`src/rtl/ctlf_pkg.sv`:
```
package ctlf_pkg;

  // Payload widths
  localparam int ADDR_W   = 32;
  localparam int PORT_W   = 16;
  localparam int ID_W     = 4;
  localparam int STATUS_W = 3;

  // Default table depth
  localparam int MAX_PEERS_DEF = 16;

  // Command codes
  localparam logic CMD_LEARN = 1'b0;
  localparam logic CMD_FREE  = 1'b1;

  // Result status codes
  typedef enum logic [STATUS_W-1:0] {
    ST_EXISTING = 3'd0,
    ST_ADDED    = 3'd1,
    ST_FULL     = 3'd2,
    ST_FREED    = 3'd3,
    ST_UNUSED   = 3'd4
  } status_t;

endpackage

```
`src/rtl/ctlf_if.sv`:
```
interface ctlf_req_if;
  logic                        valid;
  logic                        ready;
  logic                        cmd;
  logic [ctlf_pkg::ADDR_W-1:0] src_addr;
  logic [ctlf_pkg::PORT_W-1:0] src_port;
  logic [ctlf_pkg::ID_W-1:0]   free_id;

  modport source (output valid, cmd, src_addr, src_port, free_id, input ready);
  modport sink (input valid, cmd, src_addr, src_port, free_id, output ready);
endinterface

interface ctlf_rsp_if;
  logic                          valid;
  logic                          ready;
  logic [ctlf_pkg::ID_W-1:0]     conn_id;
  logic [ctlf_pkg::STATUS_W-1:0] status;

  modport source (output valid, conn_id, status, input ready);
  modport sink (input valid, conn_id, status, output ready);
endinterface

```
`src/rtl/ctlf_entry_mem.sv`:
```
module ctlf_entry_mem #(
  parameter int MAX_PEERS = ctlf_pkg::MAX_PEERS_DEF,
  parameter int IW        = (MAX_PEERS > 1) ? $clog2(MAX_PEERS) : 1
) (
  input  logic                        clk,
  input  logic                        wr_en,
  input  logic [IW-1:0]               wr_idx,
  input  logic [ctlf_pkg::ADDR_W-1:0] wr_addr,
  input  logic [ctlf_pkg::PORT_W-1:0] wr_port,
  input  logic [IW-1:0]               wr_owner,
  input  logic                        rd_en,
  input  logic [IW-1:0]               rd_idx,
  output logic [ctlf_pkg::ADDR_W-1:0] rd_addr,
  output logic [ctlf_pkg::PORT_W-1:0] rd_port,
  output logic [IW-1:0]               rd_owner
);

  logic [ctlf_pkg::ADDR_W-1:0] mem_addr  [MAX_PEERS];
  logic [ctlf_pkg::PORT_W-1:0] mem_port  [MAX_PEERS];
  logic [IW-1:0]               mem_owner [MAX_PEERS];

  // Write port
  always_ff @(posedge clk) begin
    if (wr_en) begin
      mem_addr[wr_idx]  <= wr_addr;
      mem_port[wr_idx]  <= wr_port;
      mem_owner[wr_idx] <= wr_owner;
    end
  end

  // Registered read port
  always_ff @(posedge clk) begin
    if (rd_en) begin
      rd_addr  <= mem_addr[rd_idx];
      rd_port  <= mem_port[rd_idx];
      rd_owner <= mem_owner[rd_idx];
    end
  end

endmodule

```
`src/rtl/ctlf_id_map.sv`:
```
module ctlf_id_map #(
  parameter int MAX_PEERS = ctlf_pkg::MAX_PEERS_DEF,
  parameter int IW        = (MAX_PEERS > 1) ? $clog2(MAX_PEERS) : 1
) (
  input  logic                 clk,
  input  logic                 rst,
  input  logic                 rd_en,
  input  logic [IW-1:0]        rd_idx,
  output logic [IW-1:0]        rd_slot,
  input  logic                 wr_en,
  input  logic [IW-1:0]        wr_idx,
  input  logic [IW-1:0]        wr_slot,
  input  logic                 vld_set,
  input  logic                 vld_clr,
  input  logic [IW-1:0]        vld_idx,
  output logic [MAX_PEERS-1:0] id_valid
);

  logic [IW-1:0] slot_mem [MAX_PEERS];

  // Slot memory: one write, one registered read
  always_ff @(posedge clk) begin
    if (wr_en) begin
      slot_mem[wr_idx] <= wr_slot;
    end
    if (rd_en) begin
      rd_slot <= slot_mem[rd_idx];
    end
  end

  // Mark ids used or unused; all unused at reset
  always_ff @(posedge clk) begin
    if (rst) begin
      id_valid <= '0;
    end else if (vld_set) begin
      id_valid[vld_idx] <= 1'b1;
    end else if (vld_clr) begin
      id_valid[vld_idx] <= 1'b0;
    end
  end

endmodule

```
`src/rtl/connection_table_learn_free.sv`:
```
// Connection table for peers keyed by IPv4 address and UDP port.
// Channel req carries one item: cmd (learn or free), src_addr, src_port and
// free_id. Channel rsp returns one item per request: conn_id and status.
// Both use valid/ready; an item moves when both are high at a clock edge.
// cfg_we/cfg_wdata write server_mode (1 learns peers, 0 maps learns to id 0).
// The block works on one request at a time. A server-mode learn walks every
// entry of the entry memory, one read per cycle, before it decides; a free
// reads the freed id's slot and then moves the last entry (slot read, move),
// and a client-mode learn or a free of an unused id goes straight to the result.
// The table lives in an entry memory (address, port, owner id) and an id map
// memory (slot per id), both with registered reads, plus one used bit per id.
// Reset (rst, synchronous) marks every id unused, empties the table and sets
// server_mode to 1; no clearing pass is needed.
// A finished result sits in an output register; the next request is accepted
// while it waits. If rsp stays stalled, the following result holds inside
// and req is not ready until the output register frees up.
module connection_table_learn_free #(
  parameter int MAX_PEERS = ctlf_pkg::MAX_PEERS_DEF
) (
  input  logic           clk,
  input  logic           rst,
  input  logic           cfg_we,
  input  logic           cfg_wdata,
  ctlf_req_if.sink       req,
  ctlf_rsp_if.source     rsp
);

  localparam int IW = (MAX_PEERS > 1) ? $clog2(MAX_PEERS) : 1;
  localparam int CW = $clog2(MAX_PEERS + 1);
  localparam logic [CW-1:0] COUNT_MAX = CW'(MAX_PEERS);

  typedef enum logic [4:0] {
    S_IDLE   = 5'b00001,
    S_SCAN   = 5'b00010,
    S_DECIDE = 5'b00100,
    S_FMOVE  = 5'b01000,
    S_DONE   = 5'b10000
  } state_t;

  state_t state;
  logic   server_mode;
  logic [CW-1:0] count;

  // Held request
  logic [ctlf_pkg::ADDR_W-1:0] k_addr;
  logic [ctlf_pkg::PORT_W-1:0] k_port;
  logic [IW-1:0]               k_fid;
  logic [ctlf_pkg::ID_W-1:0]   k_fid_raw;

  // Scan state
  logic [CW-1:0] scan_i;
  logic          p_live;
  logic          found;
  logic [IW-1:0] found_id;
  logic          have_free;
  logic [IW-1:0] new_id;

  // Pending result and output register
  logic [ctlf_pkg::ID_W-1:0] res_id;
  ctlf_pkg::status_t         res_status;
  logic                      rsp_valid;
  logic [ctlf_pkg::ID_W-1:0] rsp_conn_id;
  ctlf_pkg::status_t         rsp_status;

  // Memory ports
  logic                        ent_wr_en;
  logic [IW-1:0]               ent_wr_idx;
  logic [ctlf_pkg::ADDR_W-1:0] ent_wr_addr;
  logic [ctlf_pkg::PORT_W-1:0] ent_wr_port;
  logic [IW-1:0]               ent_wr_owner;
  logic                        ent_rd_en;
  logic [IW-1:0]               ent_rd_idx;
  logic [ctlf_pkg::ADDR_W-1:0] ent_rd_addr;
  logic [ctlf_pkg::PORT_W-1:0] ent_rd_port;
  logic [IW-1:0]               ent_rd_owner;

  logic                 map_rd_en;
  logic [IW-1:0]        map_rd_slot;
  logic                 map_wr_en;
  logic [IW-1:0]        map_wr_idx;
  logic [IW-1:0]        map_wr_slot;
  logic                 vld_set;
  logic                 vld_clr;
  logic [IW-1:0]        vld_idx;
  logic [MAX_PEERS-1:0] id_valid;

  logic          accept;
  logic          fid_ok;
  logic          scan_more;
  logic          hit;
  logic          add_ok;
  logic [IW-1:0] last;
  logic          do_move;

  assign accept    = req.valid && req.ready;
  assign fid_ok    = 32'(req.free_id) < MAX_PEERS;
  assign scan_more = scan_i != COUNT_MAX;
  assign hit       = p_live && (ent_rd_addr == k_addr) && (ent_rd_port == k_port);
  assign add_ok    = !found && have_free && (count < COUNT_MAX);
  assign last      = IW'(count - 1'b1);
  assign do_move   = map_rd_slot < last;

  assign req.ready   = state == S_IDLE;
  assign rsp.valid   = rsp_valid;
  assign rsp.conn_id = rsp_conn_id;
  assign rsp.status  = rsp_status;

  // Memory access steering
  always_comb begin
    ent_rd_en    = 1'b0;
    ent_rd_idx   = scan_i[IW-1:0];
    ent_wr_en    = 1'b0;
    ent_wr_idx   = IW'(count);
    ent_wr_addr  = k_addr;
    ent_wr_port  = k_port;
    ent_wr_owner = new_id;
    map_rd_en    = 1'b0;
    map_wr_en    = 1'b0;
    map_wr_idx   = new_id;
    map_wr_slot  = IW'(count);
    vld_set      = 1'b0;
    vld_clr      = 1'b0;
    vld_idx      = new_id;
    unique case (state)
      S_IDLE: begin
        // read the freed id's slot and the last entry together
        if (accept && req.cmd == ctlf_pkg::CMD_FREE) begin
          ent_rd_en  = 1'b1;
          ent_rd_idx = last;
          map_rd_en  = 1'b1;
        end
      end
      S_SCAN: begin
        ent_rd_en = scan_more;
      end
      S_DECIDE: begin
        // append new entry and point its id at it
        if (add_ok) begin
          ent_wr_en = 1'b1;
          map_wr_en = 1'b1;
          vld_set   = 1'b1;
        end
      end
      S_FMOVE: begin
        // move last entry into the freed slot
        ent_wr_idx   = map_rd_slot;
        ent_wr_addr  = ent_rd_addr;
        ent_wr_port  = ent_rd_port;
        ent_wr_owner = ent_rd_owner;
        map_wr_idx   = ent_rd_owner;
        map_wr_slot  = map_rd_slot;
        ent_wr_en    = do_move;
        map_wr_en    = do_move;
        vld_clr      = 1'b1;
        vld_idx      = k_fid;
      end
      S_DONE: begin
      end
      default: begin
      end
    endcase
  end

  // Configuration register
  always_ff @(posedge clk) begin
    if (rst) begin
      server_mode <= 1'b1;
    end else if (cfg_we) begin
      server_mode <= cfg_wdata;
    end
  end

  // Sequencer
  always_ff @(posedge clk) begin
    if (rst) begin
      state     <= S_IDLE;
      count     <= '0;
      rsp_valid <= 1'b0;
    end else begin
      // drop the taken result unless a new one is handed over
      if (rsp_valid && rsp.ready && state != S_DONE) begin
        rsp_valid <= 1'b0;
      end
      unique case (state)
        S_IDLE: begin
          if (accept) begin
            k_addr    <= req.src_addr;
            k_port    <= req.src_port;
            k_fid     <= IW'(req.free_id);
            k_fid_raw <= req.free_id;
            scan_i    <= '0;
            p_live    <= 1'b0;
            found     <= 1'b0;
            have_free <= 1'b0;
            if (req.cmd == ctlf_pkg::CMD_LEARN) begin
              if (server_mode) begin
                state <= S_SCAN;
              end else begin
                res_id     <= '0;
                res_status <= ctlf_pkg::ST_EXISTING;
                state      <= S_DONE;
              end
            end else if (!fid_ok || !id_valid[IW'(req.free_id)] || count == '0) begin
              res_id     <= req.free_id;
              res_status <= ctlf_pkg::ST_UNUSED;
              state      <= S_DONE;
            end else begin
              state <= S_FMOVE;
            end
          end
        end
        S_SCAN: begin
          // compare the entry read last cycle; highest matching slot wins
          if (hit) begin
            found    <= 1'b1;
            found_id <= ent_rd_owner;
          end
          if (scan_more) begin
            p_live <= scan_i < count;
            if (!have_free && !id_valid[scan_i[IW-1:0]]) begin
              have_free <= 1'b1;
              new_id    <= scan_i[IW-1:0];
            end
            scan_i <= scan_i + 1'b1;
          end else begin
            state <= S_DECIDE;
          end
        end
        S_DECIDE: begin
          priority if (found) begin
            res_id     <= ctlf_pkg::ID_W'(found_id);
            res_status <= ctlf_pkg::ST_EXISTING;
          end else if (add_ok) begin
            count      <= count + 1'b1;
            res_id     <= ctlf_pkg::ID_W'(new_id);
            res_status <= ctlf_pkg::ST_ADDED;
          end else begin
            res_id     <= '0;
            res_status <= ctlf_pkg::ST_FULL;
          end
          state <= S_DONE;
        end
        S_FMOVE: begin
          count      <= count - 1'b1;
          res_id     <= k_fid_raw;
          res_status <= ctlf_pkg::ST_FREED;
          state      <= S_DONE;
        end
        S_DONE: begin
          // hand the result over once the output register is free
          if (!rsp_valid || rsp.ready) begin
            rsp_valid   <= 1'b1;
            rsp_conn_id <= res_id;
            rsp_status  <= res_status;
            state       <= S_IDLE;
          end
        end
        default: begin
          state <= S_IDLE;
        end
      endcase
    end
  end

  ctlf_entry_mem #(
    .MAX_PEERS (MAX_PEERS),
    .IW        (IW)
  ) u_entry_mem (
    .clk      (clk),
    .wr_en    (ent_wr_en),
    .wr_idx   (ent_wr_idx),
    .wr_addr  (ent_wr_addr),
    .wr_port  (ent_wr_port),
    .wr_owner (ent_wr_owner),
    .rd_en    (ent_rd_en),
    .rd_idx   (ent_rd_idx),
    .rd_addr  (ent_rd_addr),
    .rd_port  (ent_rd_port),
    .rd_owner (ent_rd_owner)
  );

  ctlf_id_map #(
    .MAX_PEERS (MAX_PEERS),
    .IW        (IW)
  ) u_id_map (
    .clk      (clk),
    .rst      (rst),
    .rd_en    (map_rd_en),
    .rd_idx   (IW'(req.free_id)),
    .rd_slot  (map_rd_slot),
    .wr_en    (map_wr_en),
    .wr_idx   (map_wr_idx),
    .wr_slot  (map_wr_slot),
    .vld_set  (vld_set),
    .vld_clr  (vld_clr),
    .vld_idx  (vld_idx),
    .id_valid (id_valid)
  );

  // Table never holds more entries than ids
  a_count_max: assert property (@(posedge clk) disable iff (rst)
    count <= COUNT_MAX)
    else $error("entry count above table depth");

  // Used ids and packed entries stay in step
  a_count_ids: assert property (@(posedge clk) disable iff (rst)
    $countones(id_valid) == 32'(count))
    else $error("used id count differs from entry count");

  // An accepted item always starts work
  a_accept_busy: assert property (@(posedge clk) disable iff (rst)
    accept |=> state != S_IDLE)
    else $error("accepted item dropped");

  // A free that moves an entry shrinks the table by one
  a_free_shrink: assert property (@(posedge clk) disable iff (rst)
    state == S_FMOVE |=> count == $past(count) - 1'b1)
    else $error("free did not shrink table");

  a_state_onehot: assert property (@(posedge clk) disable iff (rst)
    $onehot(state))
    else $error("sequencer state not one-hot");

endmodule
```
`src/flat_wrapper.sv`:
```
// flat-port wrapper written by rule: the top's interface ports become plain ports
module connection_table_learn_free_flat 
#(
  parameter int MAX_PEERS = ctlf_pkg::MAX_PEERS_DEF
)
  (clk, rst, cfg_we, cfg_wdata, req_valid, req_cmd, req_src_addr, req_src_port, req_free_id, req_ready, rsp_valid, rsp_conn_id, rsp_status, rsp_ready);
  ctlf_req_if req_i ();
  ctlf_rsp_if rsp_i ();
  input  logic clk;
  input  logic rst;
  input  logic cfg_we;
  input  logic cfg_wdata;
  input wire logic [$bits(req_i.valid)-1:0] req_valid;
  input wire logic [$bits(req_i.cmd)-1:0] req_cmd;
  input wire logic [$bits(req_i.src_addr)-1:0] req_src_addr;
  input wire logic [$bits(req_i.src_port)-1:0] req_src_port;
  input wire logic [$bits(req_i.free_id)-1:0] req_free_id;
  output wire logic [$bits(req_i.ready)-1:0] req_ready;
  output wire logic [$bits(rsp_i.valid)-1:0] rsp_valid;
  output wire logic [$bits(rsp_i.conn_id)-1:0] rsp_conn_id;
  output wire logic [$bits(rsp_i.status)-1:0] rsp_status;
  input wire logic [$bits(rsp_i.ready)-1:0] rsp_ready;
  assign req_i.valid = req_valid;
  assign req_i.cmd = req_cmd;
  assign req_i.src_addr = req_src_addr;
  assign req_i.src_port = req_src_port;
  assign req_i.free_id = req_free_id;
  assign req_ready = req_i.ready;
  assign rsp_valid = rsp_i.valid;
  assign rsp_conn_id = rsp_i.conn_id;
  assign rsp_status = rsp_i.status;
  assign rsp_i.ready = rsp_ready;
  connection_table_learn_free #(.MAX_PEERS(MAX_PEERS)) u_core (.clk(clk), .rst(rst), .cfg_we(cfg_we), .cfg_wdata(cfg_wdata), .req(req_i), .rsp(rsp_i));
endmodule
```
`config.mk`:
```
export PLATFORM = sky130hd
export DESIGN_NAME = connection_table_learn_free_flat
export DESIGN_NICKNAME = d
export VERILOG_FILES = /design/src/rtl/ctlf_pkg.sv /design/src/rtl/ctlf_if.sv /design/src/rtl/ctlf_entry_mem.sv /design/src/rtl/ctlf_id_map.sv /design/src/rtl/connection_table_learn_free.sv /design/src/flat_wrapper.sv
export SDC_FILE = /design/constraint.sdc
export NUM_CORES = 1
export LEC_CHECK = 0
export ABC_AREA = 0
export BUFFER_PORTS_ARGS = -buffer_cell sky130_fd_sc_hd__buf_2
export CAP_MARGIN = 15
export CORE_MARGIN = 4
export CORE_UTILIZATION = 47
export DETAILED_ROUTE_END_ITERATION = 10
export SETUP_SLACK_MARGIN = 0.2
export SLEW_MARGIN = 20
export SYNTH_ARGS = -nofsm -noshare
export SYNTH_HDL_FRONTEND = slang
export SYNTH_SLANG_ARGS = --single-unit
```
`constraint.sdc`:
```
create_clock -name clk -period 8.1 [get_ports clk]
set_input_delay 2.43 -clock clk [delete_from_list [all_inputs] [get_ports clk]]
set_output_delay 2.43 -clock clk [all_outputs]
set_load 0.1 [all_outputs]
```
==> metrics.txt <==
Final Critical Period 6.58 ns; nets@finish 3544; drt wl/cell 28.7 microns; Min-Delay Startpoint u_core.res_id[0]$_DFFE_PP_; gp weighted congestion 0.832; Synth Register Bits 1062; worst hold endpoint u_core.rsp.conn_id[0]$_DFFE_PP_; Fillers 7926; Port Buffer Count 67; RSZ-0062 raised after global routing false; Max-cap violations 0; asr flop ratio synth 0%; Worst Tran Pin Value 1.16 ns; FMAX 152 MHz; outcome finished clean; I/O pins 68; clk buf depth 3; CORE AREA 96600 sq um; Hold Crit Depth 0; die area 102000 sq um; crit path kind in -> reg; reg-to-reg critical path endpoint u_core.u_entry_mem.mem_addr[2][24]$_DFFE_PP_; Post-synth EDFFs 1034; drc violations 0; via count 31600; Seq/Total Area, Yosys 69.1%; clock slew at reported path FFs 0.06 ns; # rows 114; Antenna Nets Post-Route 0; Antenna Cells 0; largest net degree at the start of global routing 216; vias in the first global route 31000; grt ovf 0; cells after synthesis 3516; synthesis warning total 0; reg2reg start u_core.count[0]$_SDFFE_PP0P_; Worst setup SP type primary input; slack of the critical path 1.52 ns; final max-slew violation count 0; first-pass GRT wire length 203000 microns; drt total wl 139000 microns; Synth Net Count 3586; CTS HTree Levels 3; Num CTS Buffers 111; commonest non-fill, non-tap cell in the layout edfxtp_1; Initial Util 47.4%; post-layout util 52.9%; Final Setup Violations 0; Static Leak 16.1 nW; number of DRC markers in iteration 0 4162; crit path DAT 7.13 ns; Min Hold Slack 0.418 ns; P per Cell Area 257 nW/um^2; Synth Cell Area 45700 sq um; commonest non-fill, non-tap cells in the layout edfxtp_1, nand2_1, a21oi_1, clkbuf_16, a2111oi_0; Synth cell types 66; overall routing resource usage 26.5%; Layout area overhead 11.7%; Worst Setup End Kind register; Req. time, crit path 8.64 ns; PostCTS Resize Cnt 0; vias per inst 6.53; Detailed Place HPWL 69600 microns; share of cells above drive strength 1 12.6%; pre-CTS WS 0.958 ns; CTS tree built; Setup TNS Final 0 ns; Slew headroom 22.8%; Syn Area/Cell 13.0 sq um; period utilisation layout 81.3%; clk_skew 0.0205 ns; initial antenna violation count 0; worst skew pair latency 0.69 ns; height of the die 320 microns; Synth Flop Type edfxtp_1; first drt pass iteration count 7; Layout Cells excl Fill 4845; CTS Hold Bufs 0; DIE WIDTH 320 microns; root buffer cell clkbuf_16; Placed Cells 4636; Max VDD drop 0.175 mV; setup bufs post-CTS 0; Hold Fails Final Rpt 0; setup slack, reg-to-reg 2.54 ns; crit-path max FO 76; clock sinks 1062; Worst R2R Path Depth 12; hold crit path type reg -> reg
cells by family after synthesis:
group           synth area share (%)
fa+ha+maj                      0.323
buf+inv                         3.01
compound gates                  15.9
flops                           69.1
simple gates                    9.03
mux                             1.65
xor+xnor                        1.01
critical path: stages:
cell and delay (ns):
buf_2 0.15, and4b_4 0.30, buf_4 0.80, nand3_4 0.98, nand2_8 0.88, buf_4 0.76, nand2_1 0.19, a221oi_2 0.27
a311o_1 0.20
per-layer routing:
layer  wire length [microns]  global-route usage (%)  part of all wire [%]
met5                       0                       0                     0
met1                   55100                    35.5                    40
met3                   12800                    4.76                   9.2
met2                   65500                    43.0                    47
met4                    5410                    10.6                   3.9
synthesized netlist by cell type (16+ instances only):
library cell	n	area share [%]
nand3_1	66	0.72
xnor2_1	29	0.56
clkbuf_1	220	1.8
and3_1	57	0.78
edfxtp_1	1034	68
nor4_1	16	0.22
a311o_1	52	1.1
a221oi_2	17	0.56
a31oi_1	52	0.71
xor2_1	24	0.46
a221oi_1	87	1.7
nor3_1	85	0.93
a211oi_1	74	1.2
nor2_1	33	0.27
o21ai_0	66	0.72
o22ai_1	53	0.72
inv_1	25	0.21
a211oi_2	40	1.1
a21oi_1	497	5.4
nand2_1	653	5.4
a2111oi_0	107	2.0
dfxtp_1	28	1.2
mux4_2	29	1.4
buf_2	40	0.44
final cells by class:
type                            count  area [sq um]  share of cell area (%)
Tap cell                         1276          1600                    3.13
Clock buffer                      128          2930                    5.73
Clock inverter                     80           833                    1.63
Sequential cell                  1062         31600                    61.9
Timing Repair Buffer              139           991                    1.94
Inverter                           28           114                   0.223
Multi-Input combinational cell   2132         13000                    25.5
how the worst max path moves through the flow:
stage,startpoint,to,depth (start not counted)
floorplan,u_core.count[0]$_SDFFE_PP0P_,u_core.u_entry_mem.mem_addr[0][0]$_DFFE_PP_,10
global placement,req_valid,u_core.u_entry_mem.rd_port[0]$_DFFE_PP_,9
detailed placement,req_valid,u_core.u_entry_mem.rd_addr[28]$_DFFE_PP_,9
CTS,req_valid,u_core.u_entry_mem.rd_addr[28]$_DFFE_PP_,9
global route,req_valid,u_core.u_entry_mem.rd_port[14]$_DFFE_PP_,9
finish,req_valid,u_core.u_entry_mem.rd_addr[25]$_DFFE_PP_,9
state kept, by name, summed over array words and instances, names as in the netlist, 5 cells and up, named ones only:
register / cells
u_core.k_port: 16
u_core.u_entry_mem.mem_addr: 512
u_core.u_entry_mem.mem_owner: 64
u_core.scan_i: 5
u_core.u_entry_mem.rd_port: 16
u_core.u_id_map.slot_mem: 64
u_core.u_entry_mem.mem_port: 256
u_core.count: 5
u_core.state: 5
u_core.k_addr: 32
u_core.u_entry_mem.rd_addr: 32
through the flow:
step / area [sq um] / total power [mW]
floorplan: 45700 / 7.42
global placement: 47300 / 7.93
detailed placement: 47300 / 7.97
CTS: 51000 / 13.2
global route: 51100 / 13.6
finish: 51100 / 13.2
power breakdown:
group,leakage (nW),internal [mW],total (mW),switching [mW]
registers,9.57,6.14,6.21,0.0687
clock network,1.84,3.12,5.26,2.14
logic,4.72,0.494,1.68,1.19
total,16.1,9.75,13.2,3.40
(Power assumes the default switching activity.)
